==> src/hdl/assert_macros.svh <==
// Assertion macros shared by the hysteresis edge threshold RTL.
// Included by files that check their own logic; empty when SYNTHESIS is set.
`ifndef ASSERT_MACROS_SVH
`define ASSERT_MACROS_SVH

`ifndef SYNTHESIS

// Antecedent implies consequent in the same cycle.
`define HET_ASSERT_IMPL(lbl, clk_s, rst_s, ante, cons) \
    lbl: assert property (@(posedge clk_s) disable iff (!rst_s) (ante) |-> (cons)) \
        else $error("hysteresis edge threshold: implication check failed");

// Condition must never hold.
`define HET_ASSERT_NEVER(lbl, clk_s, rst_s, cond) \
    lbl: assert property (@(posedge clk_s) disable iff (!rst_s) !(cond)) \
        else $error("hysteresis edge threshold: forbidden condition seen");

`else

`define HET_ASSERT_IMPL(lbl, clk_s, rst_s, ante, cons)
`define HET_ASSERT_NEVER(lbl, clk_s, rst_s, cond)

`endif

`endif

==> src/hdl/het_pkg.sv <==
// Shared types and constants for the hysteresis edge threshold block.
// No dependencies; imported by every module of the block.
package het_pkg;

    // Largest supported row length and the derived widths.
    localparam int MAX_WIDTH  = 2048;
    localparam int COL_W      = $clog2(MAX_WIDTH);
    localparam int ROW_W      = 16;
    localparam int MAG_W      = 8;
    localparam int THR_W      = 8;
    localparam int FW_W       = 12;
    localparam int FH_W       = 16;
    localparam int CMP_W      = (COL_W + 1 > FW_W) ? COL_W + 1 : FW_W;
    localparam int MIN_DIM    = 3;

    // Configuration port.
    localparam int CFG_IDX_W  = 2;
    localparam int CFG_DATA_W = 16;

    typedef enum logic [CFG_IDX_W-1:0] {
        IDX_LOW_THR      = 2'd0,
        IDX_HIGH_THR     = 2'd1,
        IDX_FRAME_WIDTH  = 2'd2,
        IDX_FRAME_HEIGHT = 2'd3
    } cfg_index_t;

    localparam logic [THR_W-1:0] LOW_THR_RST      = 8'd50;
    localparam logic [THR_W-1:0] HIGH_THR_RST     = 8'd150;
    localparam logic [FW_W-1:0]  FRAME_WIDTH_RST  = 12'd640;
    localparam logic [FH_W-1:0]  FRAME_HEIGHT_RST = 16'd480;

    // Queue between front and back; depth must be a power of two.
    localparam int QUEUE_DEPTH = 4;
    localparam int QPTR_W      = $clog2(QUEUE_DEPTH);
    localparam int QCNT_W      = $clog2(QUEUE_DEPTH + 1);

    // Output stream packing: edge flag, column, row, zero filled to bytes.
    localparam int OUT_BITS   = 1 + COL_W + ROW_W;
    localparam int OUT_DATA_W = ((OUT_BITS + 7) / 8) * 8;

    // Current and previous rows of a 3x3 window; the oldest row is excluded.
    localparam logic [8:0] RING_MASK = 9'h0DB;

    // Active configuration, dimensions already clamped to legal range.
    typedef struct packed {
        logic [THR_W-1:0] low_thr;
        logic [THR_W-1:0] high_thr;
        logic [CMP_W-1:0] w_dim;
        logic [FH_W-1:0]  h_dim;
    } cfg_t;

    // One classified pixel handed from the front to the back.
    typedef struct packed {
        logic [COL_W-1:0] col;
        logic [ROW_W-1:0] row;
        logic             strong_bit;
        logic             weak_bit;
        logic             sp1;
        logic             sp2;
        logic             wp1;
        logic             row_end;
        logic             last_row;
    } item_t;

endpackage

==> src/hdl/het_back.sv <==
// Back end: 3x3 strong window, hysteresis decision and result sequencing.
// Depends on het_pkg; pops items from the queue and drives the output stream.
module het_back import het_pkg::*;
(
    input  logic                  clk,
    input  logic                  rst_n,
    input  item_t                 head,
    input  logic [QCNT_W-1:0]     q_count,
    output logic                  pop,
    output logic                  m_tvalid,
    input  logic                  m_tready,
    output logic [OUT_DATA_W-1:0] m_tdata,  // [0] edge_flag, [11:1] pixel_col,
                                            // [27:12] pixel_row, rest zero
    output logic                  m_tlast,  // last_of_run
    output logic                  m_tuser   // [0] frame_done
);

    logic [8:0]       sw_reg;
    logic [1:0]       wd_reg;
    logic [3:0]       pend_mask_reg;
    logic [3:0]       pend_edge_reg;
    logic [COL_W-1:0] pend_col_reg;
    logic [ROW_W-1:0] pend_row_reg;

    logic             out_valid_reg;
    logic             out_edge_reg, out_last_reg, out_done_reg;
    logic [COL_W-1:0] out_col_reg;
    logic [ROW_W-1:0] out_row_reg;

    logic             out_free, emit;
    logic [3:0]       sel_oh, rest;
    logic             q_valid;
    logic [2:0]       tcol;
    logic [8:0]       win, w2;
    logic [3:0]       new_edge, new_mask;
    logic             rfirst, cfirst;

    assign q_valid  = q_count != '0;
    assign out_free = !out_valid_reg || m_tready;
    assign emit     = (pend_mask_reg != 4'b0000) && out_free;
    assign sel_oh   = pend_mask_reg & (~pend_mask_reg + 4'd1);
    assign rest     = pend_mask_reg & ~sel_oh;
    assign pop      = q_valid && ((pend_mask_reg == 4'b0000) || (emit && rest == 4'b0000));

    // Window update and the four candidate results of the head item.
    always_comb
    begin
        tcol   = {head.sp2, head.sp1, head.strong_bit};
        win    = (head.col == '0) ? {6'b0, tcol} : {sw_reg[5:0], tcol};
        w2     = {win[5:0], 3'b000};
        rfirst = head.row != '0;
        cfirst = head.col != '0;
        // Center one row up and one column left, then right column, then bottom row.
        new_edge[0] = win[4] | (wd_reg[0] & (win != 9'd0));
        new_edge[1] = w2[4]  | (head.wp1 & (w2 != 9'd0));
        new_edge[2] = win[3] | (wd_reg[1] & ((win & RING_MASK) != 9'd0));
        new_edge[3] = w2[3]  | (head.weak_bit & ((w2 & RING_MASK) != 9'd0));
        new_mask[0] = rfirst && cfirst;
        new_mask[1] = rfirst && head.row_end;
        new_mask[2] = rfirst && head.last_row && cfirst;
        new_mask[3] = rfirst && head.last_row && head.row_end;
    end

    // Window state and pending result mask.
    always_ff @(posedge clk or negedge rst_n)
    begin
        if (!rst_n)
        begin
            sw_reg        <= '0;
            wd_reg        <= '0;
            pend_mask_reg <= '0;
            out_valid_reg <= 1'b0;
        end
        else
        begin
            if (pop)
            begin
                sw_reg        <= win;
                wd_reg        <= {head.weak_bit, head.wp1};
                pend_mask_reg <= new_mask;
            end
            else if (emit)
                pend_mask_reg <= rest;
            if (emit)
                out_valid_reg <= 1'b1;
            else if (m_tready)
                out_valid_reg <= 1'b0;
        end
    end

    // Payload of the item being sequenced and of the output register.
    always_ff @(posedge clk)
    begin
        if (pop)
        begin
            pend_edge_reg <= new_edge;
            pend_col_reg  <= head.col;
            pend_row_reg  <= head.row;
        end
        if (emit)
        begin
            out_edge_reg <= |(pend_edge_reg & sel_oh);
            out_col_reg  <= (sel_oh[0] || sel_oh[2]) ? pend_col_reg - COL_W'(1)
                                                     : pend_col_reg;
            out_row_reg  <= (sel_oh[0] || sel_oh[1]) ? pend_row_reg - ROW_W'(1)
                                                     : pend_row_reg;
            out_last_reg <= rest == 4'b0000;
            out_done_reg <= sel_oh[3];
        end
    end

    assign m_tvalid = out_valid_reg;
    assign m_tdata  = OUT_DATA_W'({out_row_reg, out_col_reg, out_edge_reg});
    assign m_tlast  = out_last_reg;
    assign m_tuser  = out_done_reg;

endmodule

==> config.mk <==
export PLATFORM = sky130hd
export DESIGN_NAME = het_back
export DESIGN_NICKNAME = d
export VERILOG_FILES = /design/src/hdl/assert_macros.svh /design/src/hdl/het_pkg.sv /design/src/hdl/het_back.sv
export SDC_FILE = /design/constraint.sdc
export NUM_CORES = 1
export LEC_CHECK = 0
export BUFFER_PORTS_ARGS = -buffer_cell sky130_fd_sc_hd__buf_2
export CAP_MARGIN = 20
export CORE_ASPECT_RATIO = 1.1
export CORE_MARGIN = 1
export CORE_UTILIZATION = 50
export DETAILED_ROUTE_END_ITERATION = 8
export PLACE_DENSITY = 0.75
export SYNTH_ARGS = -nofsm -noshare
export SYNTH_HDL_FRONTEND = slang
export SYNTH_SLANG_ARGS = --single-unit
==> constraint.sdc <==
create_clock -name clk -period 6.4 [get_ports clk]
set_input_delay 0.64 -clock clk [delete_from_list [all_inputs] [get_ports clk]]
set_output_delay 0.64 -clock clk [all_outputs]
set_load 0.005 [all_outputs]
==> results of run 1 <==
==> cell families after synthesis <==
logic type,Yosys count
AND/OR/NAND/NOR,67
multiplexers,9
other,1
adder cells (fa/ha/maj),2
XOR/XNOR,23
buffers and inverters,23
flip-flops,74
AO/OA/AOI/OAI,30
==> power by group <==
group | total (mW) | switching [mW] | internal [mW]
Sequential | 0.943 | 0.132 | 0.811
Clock | 0.377 | 0.160 | 0.217
Combinational | 0.493 | 0.268 | 0.225
Total | 1.81 | 0.560 | 1.25
==> routing by layer <==
layer	vias up	part of all wire [%]
li1	999	-
met1	923	42
met2	58	52
met3	5	4.7
met4	0	1.1
met5	-	0
==> layout make-up <==
cell class	instances	area [um2]	area share [%]
multi-input cells	135	922.1	24.22
repair buffers	74	377.9	9.924
well taps	80	100.1	2.629
clock buffers	10	127.6	3.352
inverters	11	41.29	1.084
flip-flops and latches	74	2157	56.65
clock inverters	6	81.33	2.136
==> critical path: stages (launching register included) <==
cell	delay, ns
dfrtp_1	0.52
or2_2	0.43
nor3_1	0.23
o31ai_1	0.12
buf_4	0.20
inv_1	0.08
buf_2	0.11
==> metrics by stage <==
step / total power, mW / setup slack (ns) / area, um2
after floorplan: 1.262 / 3.596 / 3183
after global placement: 1.428 / 3.811 / 3598
after detailed placement: 1.451 / 3.785 / 3598
after CTS: 1.830 / 3.737 / 3807
after global routing: 1.921 / 3.580 / 3807
final: 1.812 / 3.753 / 3807
==> placed cells by master (no fill, tap or decap), drive strengths merged, types with 3 or more instances in the layout <==
master   n
a21o     3
a21oi    4
dfrtp   13
o31ai    5
conb     4
xnor2    8
nor4    11
edfxtp  61
xor2    15
nor2    14
nand2   10
nor3    13
mux2     6
inv     11
o21ai    9
mux2i    3
clkbuf  10
or3      4
or4      5
clkinv   3
buf     74
==> worst paths after layout <==
kind                       cells after the start               end             start  slack [ns]
max                                            6               pop  pend_mask_reg[0]        3.75
min                                            1          m_tvalid             rst_n        0.19
max reg2reg                                    6  pend_row_reg[14]  pend_mask_reg[0]        4.11
min reg2reg                                    1         wd_reg[1]         wd_reg[1]        0.51
max in group asynchronous                      1         sw_reg[3]             rst_n        5.98
min in group clk                               1  pend_row_reg[15]          head[22]        0.50
==> impl_metrics.py, run 1 <==
metrics = {
    "power_and_ir_drop": {
        "power.density_mw_per_mm2": 476.0,
        "vdd_drop_max_v": 0.0002421,
        "p_leak_nw": 1.527,
    },
    "synthesis": {
        "synth.yosys.warnings": 0,
        "synth_top_family_by_area": "simple AND/OR/NAND/NOR gates",
        "synth.distinct_cells": 43,
        "synth_top_area_share_pct": 57.75,
        "async_reset_ff_share_pct": 17.57,
        "yosys.area.top_type": "edfxtp_1",
        "netlist_area_mm2": 0.003172,
        "seq_area_frac_synth_pct": 68.01,
        "ys.flop_type": "edfxtp_1",
        "synth_compound_area_share_pct": 6.312,
        "synth-simple-area-share_pct": 11.72,
        "avgSynthCellArea_um2": 13.85,
        "synth_common_cells": "edfxtp_1, xor2_1, nor2_1",
        "synth_xor_area_share_pct": 6.588,
        "synth_most_common_cell": "edfxtp_1",
        "synth_fa_ha_area_share_pct": 0.7890,
        "synthMuxAreaShare_pct": 3.077,
        "synth_cells": 229,
        "ys_ff_latch": 74,
        "synth_area_leaders": "edfxtp_1, dfrtp_1, xor2_1",
        "synth-edff-count": 61,
    },
    "timing": {
        "tns_ns": 0,
        "setup_viol": 0,
        "hold_ws_ns": 0.1858,
        "slew_viol_final": 0,
        "fmax_mhz": 377.8,
        "skew_ns": 0.009080,
        "worst-slew-pin-transition_ns": 0.5151,
        "fin_crit_sh_pct": 41.36,
        "hold_viol_final": 0,
        "rsz0062_at_grt": "false",
        "slew-limit-headroom_pct": 65.59,
        "period_needed_ns": 2.647,
    },
    "critical_path": {
        "endpoint_kind": "output pin",
        "worstSetupPathType": "flip-flop to output pin",
        "crit_required_ns": 5.76,
        "worst-path-max-fanout": 13,
        "arrival_ns": 2.01,
        "worstSetupStartpointType": "flip-flop",
    },
    "detailed_routing": {
        "post_drt_wl_per_cell_um": 13.81,
        "drcViolationCount": 0,
        "via_per_inst": 5.090,
        "firstDrtPassIters": 4,
        "drt_wl_total_um": 5385,
        "drtIter0Drc": 88,
        "drtAntennaViolNets": 0,
        "vias": 1985,
    },
    "cells_and_area": {
        "drive_gt1_share_pct": 32.90,
        "syn2layout_area_growth_pct": 20.04,
        "utilization_pct": 61.85,
        "final_nets": 347,
        "final_cell_count_no_fill": 390,
        "filler_cell_count": 510,
        "antenna_cells": 0,
    },
    "global_route": {
        "grt_pass1_vias": 1843,
        "gr-total-overflow": 0,
        "use_met3_pct": 5.213,
        "grt_antenna_before_repair": 0,
        "grt-busiest-layer": "met2",
        "use_met1_pct": 21.36,
        "grt_max_degree": 32,
        "grt_pass1_wl_um": 8418,
        "grtUsageMet2_pct": 27.59,
        "globalRouteTotalUtil_pct": 17.00,
    },
    "flow_run": {
        "max_cap_violations": 0,
    },
    "die": {
        "rows": 30,
        "ios": 76,
        "initial_core_util_pct": 51.52,
        "die_w_um": 77.94,
        "design.core.area_mm2": 0.006156,
        "die-area_mm2": 0.006667,
        "die_h_um": 85.54,
    },
    "place": {
        "io_buffers": 71,
        "dp.cells": 374,
        "place_congestion": 0.8037,
        "dp_hpwl_um": 3870,
    },
    "cts": {
        "post_cts_buffers": 0,
        "cts_tree": "done",
        "clk_latency_ns": 0.33,
        "clk_pin_slew_worst_paths_ns": 0.08,
        "cts_hold_buf": 0,
        "cts_resized": 0,
        "ctsHtreeMaxLevel": 3,
        "root_buffer": "clkbuf_8",
        "clock-sinks": 74,
        "clockBufferDepth": 2,
        "cts_buffers": 9,
    },
    "status": {
        "status": "complete, no violations",
    },
    "hold_path": {
        "hold_class": "primary input to asynchronous set/reset pin",
    },
}
(Power assumes the default switching activity.)
==> inputs of run 2 (changes only) <==
--- a/config.mk
+++ b/config.mk
@@ -9,9 +9,9 @@
 export CAP_MARGIN = 20
 export CORE_ASPECT_RATIO = 1.1
 export CORE_MARGIN = 1
-export CORE_UTILIZATION = 50
+export CORE_UTILIZATION = 48
 export DETAILED_ROUTE_END_ITERATION = 8
-export PLACE_DENSITY = 0.75
+export PLACE_DENSITY = 0.76
 export SYNTH_ARGS = -nofsm -noshare
 export SYNTH_HDL_FRONTEND = slang
 export SYNTH_SLANG_ARGS = --single-unit
==> constraint.sdc (replaced) <==
create_clock -name clk -period 2.3 [get_ports clk]
set_input_delay 0.23 -clock clk [delete_from_list [all_inputs] [get_ports clk]]
set_output_delay 0.23 -clock clk [all_outputs]
set_load 0.005 [all_outputs]
==> run 2 against run 1 <==
Effect of this change:
- largest cell class unchanged
- utilization increased by 0.71 points
- clock power rose to 2.8 times the previous value
- critical endpoint is now out_row_reg[14]
- flip-flop and latch count stayed put
- combinational power rose to 3.2 times the previous value
==> impl_metrics.py, run 2 (synthesized netlist as in run 1, its figures left out) <==
metrics = {
    "power_and_ir_drop": {
        "vdd_drop_max_v": 0.0006091,
        "internal-power_mw": 3.619,
        "seqPwrFrac_pct": 50.1,
        "p_leak_nw": 1.579,
        "combPwrFrac_pct": 29.9,
        "p_sw_share_pct": 30.92,
        "power_mw": 5.238,
        "p_clk_share_pct": 20.0,
        "switchingPower_mw": 1.620,
        "power.density_mw_per_mm2": 1336,
    },
    "critical_path": {
        "worstSetupPathType": "flip-flop to flip-flop",
        "worst-path-max-fanout": 4,
        "critPathMostFrequentCell": "or4_4",
        "endpoint_kind": "flip-flop",
        "crit_required_ns": 2.39,
        "worstSetupStartpointType": "flip-flop",
        "slowest_delay_ns": 0.56,
        "arrival_ns": 2.33,
        "path_cells": "or4_4 -> or4_4 -> or3_4 -> xnor2_2",
        "ff2ff_setup_slack_ns": 0.06,
        "critPathSlowestCell": "or4_4",
    },
    "place": {
        "place_congestion": 0.7759,
        "io_buffers": 71,
        "dp_hpwl_um": 4225,
    },
    "detailed_routing": {
        "wl_met2_um": 2936,
        "m1WireLength_um": 2411,
        "drcViolationCount": 0,
        "firstDrtPassIters": 4,
        "drtAntennaViolNets": 0,
        "drtIter0Drc": 136,
        "post_drt_wl_per_cell_um": 14.22,
        "wl_met3_um": 315,
        "vias": 2046,
        "drt_wl_total_um": 5704,
        "dr.max_layer_used": "met4",
        "via_per_inst": 5.102,
    },
    "cts": {
        "clk_pin_slew_worst_paths_ns": 0.07,
        "ctsHtreeMaxLevel": 3,
        "clock-sinks": 74,
        "clockBufferDepth": 2,
        "cts_buffers": 9,
        "root_buffer": "clkbuf_8",
        "clk_latency_ns": 0.33,
        "cts_tree": "done",
    },
    "cells_and_area": {
        "drive_gt1_share_pct": 35.83,
        "final_common_cell": "buf_2",
        "antenna_cells": 0,
        "regArea_mm2": 0.002160,
        "multi_input_area_um2": 943.4,
        "final_nets": 358,
        "mostFrequentLayoutCells": "buf_2, edfxtp_1, xor2_1",
        "filler_cell_count": 487,
        "syn2layout_area_growth_pct": 23.63,
        "utilization_pct": 62.55,
    },
    "global_route": {
        "globalRouteTotalUtil_pct": 17.27,
        "grt_pass1_vias": 1901,
        "grt_pass1_wl_um": 8866,
        "grt_antenna_before_repair": 0,
        "grt_max_degree": 29,
        "gr-total-overflow": 0,
    },
    "die": {
        "initial_core_util_pct": 50.60,
        "die_h_um": 87.26,
        "design.core.area_mm2": 0.006269,
        "die-area_mm2": 0.006937,
        "ios": 76,
        "die_w_um": 79.51,
        "rows": 30,
    },
    "timing": {
        "period_needed_ns": 2.242,
        "slew_viol_final": 0,
        "tns_ns": 0,
        "skew_ns": 0.006455,
        "fin_crit_sh_pct": 97.49,
        "hold_viol_final": 0,
        "fmax_mhz": 446.0,
        "setup_viol": 0,
        "rsz0062_at_grt": "false",
        "hold_ws_ns": 0.08342,
    },
    "status": {
        "status": "complete, no violations",
    },
    "flow_run": {
        "max_cap_violations": 0,
    },
    "hold_path": {
        "hold_class": "primary input to flip-flop",
    },
}
-- run 2: cell count changes in the layout (fill, tap and decap cells not counted), moves of 2 or more --
cell,previous run,this run
buf_4,3,12
clkbuf_1,1,4
clkinv_2,2,0
dfrtp_1,13,11
dfrtp_2,0,2
-- run 2: worst paths after layout --
check                      cells after the start       startpoint                to
max                                            4  pend_row_reg[7]   out_row_reg[14]
min                                            1         head[19]  pend_row_reg[12]
max reg2reg                                    4  pend_row_reg[7]   out_row_reg[14]
min reg2reg                                    1        wd_reg[0]         wd_reg[0]
max in group asynchronous                      2            rst_n  pend_mask_reg[1]
min in group asynchronous                      2            rst_n         sw_reg[1]
-- run 2: layout make-up --
cell class / instances / area share (%)
Tap cell: 80 / 2.553
Multi-Input combinational cell: 135 / 24.06
Sequential cell: 74 / 55.07
Timing Repair Buffer: 85 / 12.00
Inverter: 11 / 1.149
Clock buffer: 13 / 3.542
Clock inverter: 3 / 1.627
-- run 2: through the flow --
step / cells / setup WS (ns) / area, um2
CTS: 396 / 0.03835 / 3872
detailed placement: 379 / 0.08320 / 3645
global placement: 379 / 0.1278 / 3645
global route: 401 / 0.01065 / 3921
floorplan: 232 / 0.06452 / 3198
finish: 401 / 0.05766 / 3921
-- run 2: power by group through the flow --
stage	Sequential (mW)	Clock [mW]	Combinational [mW]
floorplan	2.59	0	0.950
CTS	2.62	1.06	1.52
global placement	2.61	0	1.44
detailed placement	2.64	0	1.49
global route	2.69	1.11	1.74
finish	2.63	1.05	1.57
-- run 2: repair_timing --
action	4_1_cts	5_1_grt
endpoints found under the setup margin	1	1
hold endpoints to repair	13	0
gates resized for setup	5	4
hold buffers	1	0
pin swaps	0	2
gates cloned	0	0
setup buffers	0	5
-- run 2: worst max-delay path: cells and delay by family (launching register included) --
family,cells,cell delay (ns)
xor+xnor,1,0.13
flops,1,0.45
simple gates,3,1.41
-- run 2: metal layers --
metal	vias up	global-route usage, %
li1	1022	-
met1	961	21.86
met2	59	28.44
met3	4	4.293
met4	0	6.942
met5	-	0
==> inputs of run 3 (changes only) <==
--- a/config.mk
+++ b/config.mk
@@ -9,9 +9,10 @@
 export CAP_MARGIN = 20
 export CORE_ASPECT_RATIO = 1.1
 export CORE_MARGIN = 1
-export CORE_UTILIZATION = 48
+export CORE_UTILIZATION = 50
+export CTS_BUF_LIST = sky130_fd_sc_hd__clkbuf_8
 export DETAILED_ROUTE_END_ITERATION = 8
-export PLACE_DENSITY = 0.76
+export PLACE_DENSITY = 0.78
 export SYNTH_ARGS = -nofsm -noshare
 export SYNTH_HDL_FRONTEND = slang
 export SYNTH_SLANG_ARGS = --single-unit
==> run 3 against run 2 <==
Effect of this change:
- setup slack barely moved
- maximum frequency about the same
- power is 1.2% lower
- flip-flop and latch count unchanged
- non-clock buffer count down 5
- critical path depth did not move
- cell count down 1.2%
- first-iteration DRC count up 41%
- via count increased by 1.3%
- final area shrank 0.89%
- combinational power about the same
- clock skew hardly changed
- largest power group unchanged
==> impl_metrics.py, run 3 (synthesized netlist as in run 1, its figures left out) <==
metrics = {
    "status": {
        "status": "complete, no violations",
    },
    "detailed_routing": {
        "drtAntennaViolNets": 0,
        "via_per_inst": 5.232,
        "post_drt_wl_per_cell_um": 14.97,
        "firstDrtPassIters": 4,
        "drtIter0Drc": 192,
        "drt_wl_total_um": 5929,
        "vias": 2072,
        "drcViolationCount": 0,
    },
    "global_route": {
        "grt_pass1_wl_um": 9370,
        "globalRouteTotalUtil_pct": 19.10,
        "grt_antenna_before_repair": 0,
        "gr-total-overflow": 0,
        "grt_max_degree": 31,
        "grt_pass1_vias": 1968,
    },
    "critical_path": {
        "crit_start": "pend_row_reg[8]",
        "reg2regPathDepth": 4,
        "arrival_ns": 2.35,
        "worstReg2RegStart": "pend_row_reg[8]",
        "ff2ff_setup_slack_ns": 0.06,
        "reg2reg_to": "out_row_reg[14]",
        "crit_required_ns": 2.41,
        "worstSetupStartpointType": "flip-flop",
        "worst-path-max-fanout": 4,
        "worstSetupPathType": "flip-flop to flip-flop",
        "cp-endpoint": "out_row_reg[14]",
        "endpoint_kind": "flip-flop",
    },
    "die": {
        "die_h_um": 85.54,
        "ios": 76,
        "rows": 30,
        "design.core.area_mm2": 0.006156,
        "initial_core_util_pct": 51.52,
        "die_w_um": 77.94,
        "die-area_mm2": 0.006667,
    },
    "cells_and_area": {
        "syn2layout_area_growth_pct": 22.52,
        "utilization_pct": 63.13,
        "final_common_cell": "buf_2",
        "antenna_cells": 0,
        "final_nets": 353,
        "drive_gt1_share_pct": 36.39,
        "mostFrequentLayoutCells": "buf_2, edfxtp_1, xor2_1",
        "filler_cell_count": 450,
    },
    "place": {
        "place_congestion": 0.8317,
        "dp_hpwl_um": 4326,
        "io_buffers": 71,
        "place_ws_ns": 0.08325,
    },
    "timing": {
        "slew_viol_final": 0,
        "tns_ns": 0,
        "worst_slack_ns": 0.05788,
        "setup_viol": 0,
        "fin_crit_sh_pct": 97.48,
        "skew_ns": 0.006409,
        "fmax_mhz": 446.0,
        "hold_viol_final": 0,
        "period_needed_ns": 2.242,
    },
    "cts": {
        "clockBufferDepth": 2,
        "root_buffer": "clkbuf_8",
        "clk_pin_slew_worst_paths_ns": 0.08,
        "cts_buffers": 9,
        "cts_tree": "done",
        "clock-sinks": 74,
        "clk_latency_ns": 0.35,
        "ctsHtreeMaxLevel": 3,
    },
    "power_and_ir_drop": {
        "combPwrFrac_pct": 31.0,
        "p_leak_nw": 1.567,
        "power.density_mw_per_mm2": 1332,
        "switchingPower_mw": 1.682,
        "p_clk_share_pct": 18.5,
        "seqPwrFrac_pct": 50.5,
        "p_sw_share_pct": 32.50,
        "vdd_drop_max_v": 0.0007771,
        "internal-power_mw": 3.494,
    },
    "flow_run": {
        "max_cap_violations": 0,
    },
    "hold_path": {
        "hold_class": "primary input to flip-flop",
    },
}
-- run 3: cell count changes in the layout (fill, tap and decap cells not counted), moves of 2 or more --
cell,change
buf_4,-5
clkbuf_1,-4
clkinv_2,+6
dfrtp_1,+2
dfrtp_2,-2
-- run 3: per-stage QoR --
step | cells | hold slack, ns | total power, mW | area (um2)
finish | 396 | 0.06747 | 5.177 | 3886
global route | 396 | 0.06433 | 5.478 | 3886
CTS | 396 | 0.05969 | 5.164 | 3869
detailed placement | 379 | 0.1411 | 4.188 | 3657
global placement | 379 | 0.1318 | 4.095 | 3657
floorplan | 232 | -0.06559 | 3.535 | 3198
-- run 3: worst min-delay path by stage --
stage	from	to	slack, ns	depth (start not counted)
4_1_cts	head[19]	pend_row_reg[12]	0.06	1
6_report	head[19]	pend_row_reg[12]	0.07	1
2_1_floorplan	rst_n	m_tvalid	-0.07	0
3_3_place_gp	rst_n	wd_reg[1]	0.13	1
5_1_grt	head[32]	pend_col_reg[9]	0.06	1
3_5_place_dp	rst_n	wd_reg[1]	0.14	1
-- run 3: critical path, cell delays in order (launching register included) --
cell and delay, ns:
edfxtp_1 0.42, or4_4 0.58, or4_4 0.47, or3_4 0.39, xnor2_2 0.13
-- run 3: power by group through the flow --
stage | Combinational, mW | Sequential, mW | Clock [mW]
floorplan | 0.950 | 2.59 | 0
global placement | 1.51 | 2.59 | 0
detailed placement | 1.57 | 2.62 | 0
CTS | 1.59 | 2.60 | 0.973
global route | 1.77 | 2.68 | 1.03
finish | 1.60 | 2.61 | 0.958
-- run 3: timing repair --
item,CTS,global route
buffers inserted,0,0
endpoints found under the hold margin,13,0
hold buffers,1,0
resized for setup,4,4
setup endpoints to repair,1,1
-- run 3: area by class of cell --
| class | instances | area (um2) | area share, % |
|---|---|---|---|
| clock buffer | 9 | 123.9 | 3.187 |
| tap | 80 | 100.1 | 2.576 |
| inverter | 11 | 45.04 | 1.159 |
| multi-input combinational | 135 | 962.2 | 24.76 |
| sequential | 74 | 2157 | 55.51 |
| timing repair buffer | 80 | 437.9 | 11.27 |
| clock inverter | 7 | 60.06 | 1.545 |
-- run 3: routing by layer --
| layer | track usage (%) | up-vias | routed length [um] |
|---|---|---|---|
| li1 | - | 1010 | - |
| met1 | 22.97 | 998 | 2466 |
| met2 | 32.18 | 54 | 3090 |
| met3 | 3.830 | 10 | 257 |
| met4 | 11.11 | 0 | 114 |
| met5 | 0 | - | 0 |
